### src/rtl/slxf_pkg.sv
// shared types and constants for the sync/length/xor frame receiver
package slxf_pkg;

  localparam int unsigned ByteW     = 8;
  localparam int unsigned StatusW   = 3;
  localparam int unsigned CfgIndexW = 2;
  localparam int unsigned QueueDepth = 4;
  localparam int unsigned QueuePtrW  = $clog2(QueueDepth);
  localparam int unsigned QueueCntW  = $clog2(QueueDepth + 1);

  // configuration register indexes
  localparam logic [CfgIndexW-1:0] RegFirstSync  = 2'd0;
  localparam logic [CfgIndexW-1:0] RegSecondSync = 2'd1;
  localparam logic [CfgIndexW-1:0] RegHuntLimit  = 2'd2;

  // reset values of the registers
  localparam logic [ByteW-1:0] FirstSyncReset  = 8'h06;
  localparam logic [ByteW-1:0] SecondSyncReset = 8'h85;
  localparam logic [ByteW-1:0] HuntLimitReset  = 8'd10;

  // frame status codes
  localparam logic [StatusW-1:0] StatusOk        = 3'd0;
  localparam logic [StatusW-1:0] StatusNoStart   = 3'd1;
  localparam logic [StatusW-1:0] StatusBadSync2  = 3'd2;
  localparam logic [StatusW-1:0] StatusZeroLen   = 3'd3;
  localparam logic [StatusW-1:0] StatusBadSum    = 3'd4;

  // result kinds
  localparam logic KindPayload = 1'b0;
  localparam logic KindStatus  = 1'b1;

  typedef struct packed {
    logic               result_kind;
    logic [ByteW-1:0]   payload_byte;
    logic [ByteW-1:0]   byte_index;
    logic [StatusW-1:0] frame_status;
    logic               frame_end;
  } result_t;

endpackage

### src/rtl/sync_length_xor_frame_receiver_top.sv
// top level of the sync/length/xor frame receiver
// a byte's result is registered into the result queue when its request is taken and reaches the result ports in order
// throughput: one byte per cycle, set by the single-step parser; a four-entry
//   result queue lets the consumer stall without stopping input until it fills
// full rises while the result queue is full, since any byte may cause a result
// reset (rst, synchronous) clears the queue, restores register defaults and resumes hunting
module sync_length_xor_frame_receiver_top (
  input  logic                              clk,
  input  logic                              rst,
  input  logic                              push,
  output logic                              full,
  input  logic [slxf_pkg::ByteW-1:0]        rx_byte,
  output logic                              empty,
  input  logic                              pop,
  output logic                              result_kind,
  output logic [slxf_pkg::ByteW-1:0]        payload_byte,
  output logic [slxf_pkg::ByteW-1:0]        byte_index,
  output logic [slxf_pkg::StatusW-1:0]      frame_status,
  output logic                              frame_end,
  input  logic                              cfg_valid,
  output logic                              cfg_ready,
  input  logic [slxf_pkg::CfgIndexW-1:0]    cfg_index,
  input  logic [slxf_pkg::ByteW-1:0]        cfg_data
);

  logic              step;
  logic              res_valid;
  slxf_pkg::result_t res, head;

  assign cfg_ready = 1'b1;
  assign step      = push && !full;

  slxf_parser u_parser (
    .clk       (clk),
    .rst       (rst),
    .step      (step),
    .rx_byte   (rx_byte),
    .cfg_write (cfg_valid && cfg_ready),
    .cfg_index (cfg_index),
    .cfg_data  (cfg_data),
    .res_valid (res_valid),
    .res       (res)
  );

  slxf_queue u_queue (
    .clk     (clk),
    .rst     (rst),
    .wr_en   (res_valid),
    .wr_data (res),
    .rd_en   (pop),
    .rd_data (head),
    .full    (full),
    .empty   (empty)
  );

  assign result_kind  = head.result_kind;
  assign payload_byte = head.payload_byte;
  assign byte_index   = head.byte_index;
  assign frame_status = head.frame_status;
  assign frame_end    = head.frame_end;

endmodule

### src/rtl/slxf_parser.sv
// front part: frame parser that turns received bytes into payload and status results
module slxf_parser (
  input  logic                              clk,
  input  logic                              rst,
  input  logic                              step,
  input  logic [slxf_pkg::ByteW-1:0]        rx_byte,
  input  logic                              cfg_write,
  input  logic [slxf_pkg::CfgIndexW-1:0]    cfg_index,
  input  logic [slxf_pkg::ByteW-1:0]        cfg_data,
  output logic                              res_valid,
  output slxf_pkg::result_t                 res
);

  typedef enum logic [2:0] {
    PH_HUNT  = 3'd0,
    PH_SYNC2 = 3'd1,
    PH_LEN   = 3'd2,
    PH_DATA  = 3'd3,
    PH_CHECK = 3'd4
  } phase_t;

  phase_t                      phase, phase_next;
  logic [slxf_pkg::ByteW-1:0]  first_sync, second_sync, hunt_limit;
  logic [slxf_pkg::ByteW-1:0]  hunt_remaining, hunt_remaining_next;
  logic [slxf_pkg::ByteW-1:0]  frame_length, frame_length_next;
  logic [slxf_pkg::ByteW-1:0]  payload_count, payload_count_next;
  logic [slxf_pkg::ByteW-1:0]  running_xor, running_xor_next;
  logic [slxf_pkg::ByteW-1:0]  hunt_dec, count_inc;
  logic                        emit_status;
  logic                        hunt_load;
  logic [slxf_pkg::StatusW-1:0] status;

  assign hunt_dec  = hunt_remaining - 8'd1;
  assign count_inc = payload_count + 8'd1;

  always_comb begin
    phase_next          = phase;
    hunt_remaining_next = hunt_remaining;
    frame_length_next   = frame_length;
    payload_count_next  = payload_count;
    running_xor_next    = running_xor;
    emit_status         = 1'b0;
    status              = slxf_pkg::StatusOk;
    res_valid           = 1'b0;
    res.result_kind     = slxf_pkg::KindPayload;
    res.payload_byte    = '0;
    res.byte_index      = '0;
    res.frame_status    = slxf_pkg::StatusOk;
    res.frame_end       = 1'b0;

    unique case (phase)
      PH_SYNC2: begin
        if (rx_byte != second_sync) begin
          emit_status = 1'b1;
          status      = slxf_pkg::StatusBadSync2;
        end else begin
          phase_next = PH_LEN;
        end
      end
      PH_LEN: begin
        if (rx_byte == '0) begin
          emit_status = 1'b1;
          status      = slxf_pkg::StatusZeroLen;
        end else begin
          frame_length_next  = rx_byte;
          running_xor_next   = rx_byte;
          payload_count_next = '0;
          phase_next         = PH_DATA;
        end
      end
      PH_DATA: begin
        res_valid          = 1'b1;
        res.payload_byte   = rx_byte;
        res.byte_index     = payload_count;
        running_xor_next   = running_xor ^ rx_byte;
        payload_count_next = count_inc;
        if (count_inc == frame_length) phase_next = PH_CHECK;
      end
      PH_CHECK: begin
        emit_status = 1'b1;
        status      = (rx_byte == running_xor) ? slxf_pkg::StatusOk
                                               : slxf_pkg::StatusBadSum;
      end
      default: begin
        // unused codes behave as hunting
        if (rx_byte == first_sync) begin
          phase_next = PH_SYNC2;
        end else begin
          phase_next          = PH_HUNT;
          hunt_remaining_next = hunt_dec;
          if (hunt_dec == '0) begin
            emit_status = 1'b1;
            status      = slxf_pkg::StatusNoStart;
          end
        end
      end
    endcase

    if (emit_status) begin
      res_valid           = 1'b1;
      res.result_kind     = slxf_pkg::KindStatus;
      res.payload_byte    = '0;
      res.byte_index      = '0;
      res.frame_status    = status;
      res.frame_end       = 1'b1;
      phase_next          = PH_HUNT;
      hunt_remaining_next = hunt_limit;
    end

    if (!step) res_valid = 1'b0;

    // a new limit takes effect at once while hunting
    hunt_load = step;
    if (cfg_write && cfg_index == slxf_pkg::RegHuntLimit &&
        phase != PH_SYNC2 && phase != PH_LEN && phase != PH_DATA &&
        phase != PH_CHECK) begin
      hunt_remaining_next = cfg_data;
      hunt_load           = 1'b1;
    end
  end

  always_ff @(posedge clk) begin
    if (rst) begin
      phase          <= PH_HUNT;
      first_sync     <= slxf_pkg::FirstSyncReset;
      second_sync    <= slxf_pkg::SecondSyncReset;
      hunt_limit     <= slxf_pkg::HuntLimitReset;
      hunt_remaining <= slxf_pkg::HuntLimitReset;
      frame_length   <= '0;
      payload_count  <= '0;
      running_xor    <= '0;
    end else begin
      if (step) begin
        phase          <= phase_next;
        frame_length   <= frame_length_next;
        payload_count  <= payload_count_next;
        running_xor    <= running_xor_next;
      end
      if (hunt_load) hunt_remaining <= hunt_remaining_next;
      if (cfg_write) begin
        case (cfg_index)
          slxf_pkg::RegFirstSync:  first_sync  <= cfg_data;
          slxf_pkg::RegSecondSync: second_sync <= cfg_data;
          slxf_pkg::RegHuntLimit:  hunt_limit  <= cfg_data;
          default: ;
        endcase
      end
    end
  end

endmodule

### src/rtl/slxf_queue.sv
// back part: short result queue that holds results until the consumer takes them
module slxf_queue (
  input  logic              clk,
  input  logic              rst,
  input  logic              wr_en,
  input  slxf_pkg::result_t wr_data,
  input  logic              rd_en,
  output slxf_pkg::result_t rd_data,
  output logic              full,
  output logic              empty
);

  slxf_pkg::result_t                  mem [slxf_pkg::QueueDepth];
  logic [slxf_pkg::QueuePtrW-1:0]     wr_ptr, rd_ptr;
  logic [slxf_pkg::QueueCntW-1:0]     count;
  logic                               do_wr, do_rd;

  assign full    = (count == slxf_pkg::QueueCntW'(slxf_pkg::QueueDepth));
  assign empty   = (count == '0);
  assign do_wr   = wr_en && !full;
  assign do_rd   = rd_en && !empty;
  assign rd_data = mem[rd_ptr];

  always_ff @(posedge clk) begin
    if (do_wr) mem[wr_ptr] <= wr_data;
  end

  always_ff @(posedge clk) begin
    if (rst) begin
      wr_ptr <= '0;
      rd_ptr <= '0;
      count  <= '0;
    end else begin
      if (do_wr) wr_ptr <= wr_ptr + 1'b1;
      if (do_rd) rd_ptr <= rd_ptr + 1'b1;
      case ({do_wr, do_rd})
        2'b10:   count <= count + 1'b1;
        2'b01:   count <= count - 1'b1;
        default: ;
      endcase
    end
  end

endmodule

### config.mk
export PLATFORM = sky130hd
export DESIGN_NAME = sync_length_xor_frame_receiver_top
export DESIGN_NICKNAME = d
export VERILOG_FILES = /design/src/rtl/slxf_pkg.sv /design/src/rtl/sync_length_xor_frame_receiver_top.sv /design/src/rtl/slxf_parser.sv /design/src/rtl/slxf_queue.sv
export SDC_FILE = /design/constraint.sdc
export NUM_CORES = 1
export LEC_CHECK = 0
export BUFFER_PORTS_ARGS = -buffer_cell sky130_fd_sc_hd__buf_2
export CORE_UTILIZATION = 60
export CTS_BUF_LIST = sky130_fd_sc_hd__clkbuf_8
export DETAILED_ROUTE_END_ITERATION = 10
export HOLD_SLACK_MARGIN = 0.02
export PLACE_DENSITY = 0.86
export SYNTH_ARGS = -nofsm -noshare
export SYNTH_HDL_FRONTEND = slang
export SYNTH_SLANG_ARGS = --single-unit
### constraint.sdc
create_clock -name clk -period 4.6 [get_ports clk]
set_clock_uncertainty 0.05 [all_clocks]
set_input_delay 0.92 -clock clk [delete_from_list [all_inputs] [get_ports clk]]
set_output_delay 0.92 -clock clk [all_outputs]
set_load 0.03 [all_outputs]
==> summary.md <==
| Metric | Value |
|---|---|
| Synth Area per Inst | 11.3 µm² |
| Req. time, crit path | roughly 4.9 ns |
| H-tree levels | 4 |
| YS warnings | 0 |
| WP data arrival | 4.05 ns |
| # clock sinks | approximately 150 |
| Die Ht | 108 µm |
| Root buffer cell | clkbuf_8 |
| Least-Margin Pin Slew | approximately 0.96 ns |
| Psw | 840 µW |
| CP max-delay cell | o31ai_2 |
| Largest cells by area after synthesis | edfxtp_1 35%, dfxtp_1 20%, mux4_2 6.6%, xnor2_1 4.0%, nor2_1 3.5% |
| Area Overhead vs Synth | 10.2% |
| Die area | 11700 µm² |
| Fin. max-slew vios | 0 |
| Hold buffer count at CTS | 0 |
| Setup Viol. Count Final | 0 |
| Core area | around 11000 µm² |
| Fill cell count | 764 |
| Max incr delay on CP | 0.61 ns |
| CP delay by family, top | compound AO/OA/AOI/OAI gates |
| Cell variety after synth | 54 |
| Post-CTS setup buffer count | 0 |
| Row cnt | 38 |
| Critical path buffer and inverter count | 2 |
| CP Max Fanout | 8 |
| Most common cell after layout, fill and taps aside | edfxtp_1 |
| CTS Buf Count | 17 |
| Max IR drop VDD | 0.216 mV |
| # nets final | 665 |
| CP endpoint kind | flip-flop |
| 1st-iter DRT viols | 387 |
| Starting density of the core | 62.1% |
| Yosys reg bits | 148 |
| Sequential area share after synthesis | 55.5% |
| Die W | 108 µm |
| CTS tree | built |
| Leading area contributor after synthesis | edfxtp_1 |
| Via Count | approximately 4800 |
| Pre-CTS WS | 0.445 ns |
| Buffers on Ports | 45 |
| Setup TNS Final | 0 ns |
| Internal power | 2120 µW |
| Vias in the first global route | 4820 |
| Most frequent cells in the layout | 80 x edfxtp_1, 68 x dfxtp_1, 63 x nor2_1, 56 x nand2_1, 45 x buf_2 |
| Startpoint types | input port |
| Clock transition at path regs | roughly 0.08 ns |
| Clk pwr share | 34.0% |
| Hpwl dp | roughly 9.9 mm |
| Mapped Area | 6790 µm² |
| Share of cells above drive strength 1 | about 18% |
| Syn nets | ~630 |
| Prevailing post-synth register cell | edfxtp_1 |
| Fin crit share | 81.3% |
| Drc violations | 0 |
| MaxCap Viol Count | 0 |
| Bufs on Longest Clock Path | 2 |
| CP cell instances | buf_2, xnor2_1, nand4_1, o211ai_1, nand3_1, o31ai_2, ha_1, inv_1, fa_1, xor2_1, or3_1, a21oi_1 |
| Diodes inserted | 0 |
| Synth top area share | 35.4% |
| Status | finished clean |
| Final min period | ~3.7 ns |
| Drt first pass iters | 5 |
| Slew HR | 36.0% |
| Comb pwr share | 16.5% |
| Clk_lat worst skew | around 0.44 ns |
| Ys async rst share | 0% |
| Total Routing Usage GR | 28.1% |
| Total global routing overflow | 0 |
| Reg power frac | 49.5% |
| Post-synth EDFFs | 80 |
| Global-route wire length before repair | 24.5 mm |
| Final Hold Violating Endpoints | 0 |
| Synth Instances | 600 |
| RSZ-0062 raised after global routing | false |
| Resized Gates After CTS | 0 |
| Global placer's final weighted congestion | a little under 0.9 |
| Min-Delay Path Class | reg -> reg |
| Setup slack after layout | 0.859 ns |
| Pwr Density | 395 nW/µm² |
| Ports | 47 |
| Sw Ratio | 28.4% |
| Final WL | roughly 15 mm |
| Achievable clock frequency | 0.267 GHz |
| Vias per cell | 6.13 |
| Leak pwr | between 0.002 and 0.003 µW |
| DR WL/cell | 19.1 µm |
| Largest net degree at the start of global routing | 59 |
| Crit Path Class | in -> reg |
| ANT nets after route | 0 |
| Antenna violations before repair | 0 |
[worst register-to-register path: stages (launching register included)]
cell and delay, ns:
dfxtp_1 0.47, inv_1 0.10, ha_1 0.27, nand2_1 0.09, nor2_1 0.04, a21oi_1 0.37, nor4b_4 0.15, o31ai_2 0.53
ha_1 0.30, inv_1 0.07, fa_1 0.43, xor2_1 0.16, or3_1 0.32, a21oi_1 0.15
[cell type report]
type / instances / area (µm²) / area share [%]
flip-flops and latches: 148 / 3760 / 50.3
multi-input cells: 397 / 2790 / 37.3
repair buffers: 54 / 293 / 3.91
clock buffers: 18 / 248 / 3.31
well taps: 140 / 175 / 2.34
clock inverters: 14 / 151 / 2.02
inverters: 15 / 56.3 / 0.753
[final timing paths]
kind / startpoint / depth (start not counted) / slack, ns / to
worst min register to register: u_parser.hunt_limit[4] / 2 / 0.41 / u_parser.hunt_limit[4]
worst max-delay path: rx_byte[4] / 12 / 0.86 / u_queue.count[2]
worst min-delay path: u_parser.hunt_limit[4] / 2 / 0.41 / u_parser.hunt_limit[4]
worst max register to register: u_parser.hunt_remaining[0] / 13 / 1.04 / u_queue.count[2]
[flip-flops by register name, indices dropped and copies added (netlist names), named ones only]
register                 flops
u_queue.mem                 80
u_parser.first_sync          8
u_parser.frame_length        8
u_parser.hunt_limit          8
u_parser.hunt_remaining      8
u_parser.payload_count       8
u_parser.running_xor         8
u_parser.second_sync         8
u_parser.phase               3
u_queue.count                3
u_queue.rd_ptr               2
u_queue.wr_ptr               2
[power groups by stage]
stage / Sequential (µW) / Combinational [µW] / Clock [µW]
6_report: 1460 / 489 / 1010
5_1_grt: 1470 / 533 / 1070
4_1_cts: 1460 / 491 / 1020
3_5_place_dp: 1490 / 489 / 0
3_3_place_gp: 1490 / 481 / 0
2_1_floorplan: 1470 / 390 / 0
[metal layers]
metal / vias to the layer above / wire length [µm] / global-route usage (%)
li1: 2232 / - / -
met1: 2348 / 6070 / 35.3
met2: 202 / 7640 / 47.2
met3: 35 / 979 / 6.57
met4: 0 / 300 / 11.0
met5: - / 0 / 0
[cells in the mapped netlist, types with 2 or more instances]
cell	n
a211oi_1	2
a21oi_1	36
a22oi_1	8
a31o_2	2
and2_1	2
and3_1	20
buf_1	2
buf_4	2
buf_6	2
clkbuf_1	34
dfxtp_1	68
edfxtp_1	80
ha_1	8
inv_1	15
mux2i_1	23
mux4_2	20
nand2_1	56
nand2b_1	3
nand3_1	14
nand4_1	5
nor2_1	63
nor2b_1	4
nor3_1	9
nor3b_1	3
nor4_1	9
o21ai_0	28
o21ai_2	2
o31a_1	2
o31ai_1	4
o32a_1	2
or3_1	3
xnor2_1	31
xor2_1	17
[through the flow]
stage	total power (µW)	hold slack, ns	cells	instance area (µm²)	util (%)
after floorplan	1860	0.383	600	6790	-
after global placement	1970	0.395	754	7080	64.8
after detailed placement	1980	0.396	754	7080	64.8
after CTS	2970	0.408	786	7480	68.4
after global routing	3070	0.436	786	7480	68.4
final	2960	0.409	786	7480	68.4
[kinds of logic (layout without fill, tap and decap cells)]
| family | Yosys count | in the layout | share of synthesized area [%] |
|---|---|---|---|
| AO/OA/AOI/OAI | 98 | 98 | 9.18 |
| XOR/XNOR | 48 | 48 | 6.19 |
| adder cells (fa/ha/maj) | 9 | 9 | 1.77 |
| buffers and inverters | 55 | 101 | 3.37 |
| flip-flops | 148 | 148 | 55.5 |
| multiplexers | 43 | 43 | 10.0 |
| other | 1 | 1 | 0.0553 |
| AND/OR/NAND/NOR | 198 | 198 | 13.9 |
Note: power is estimated with default switching activity, not from simulation.
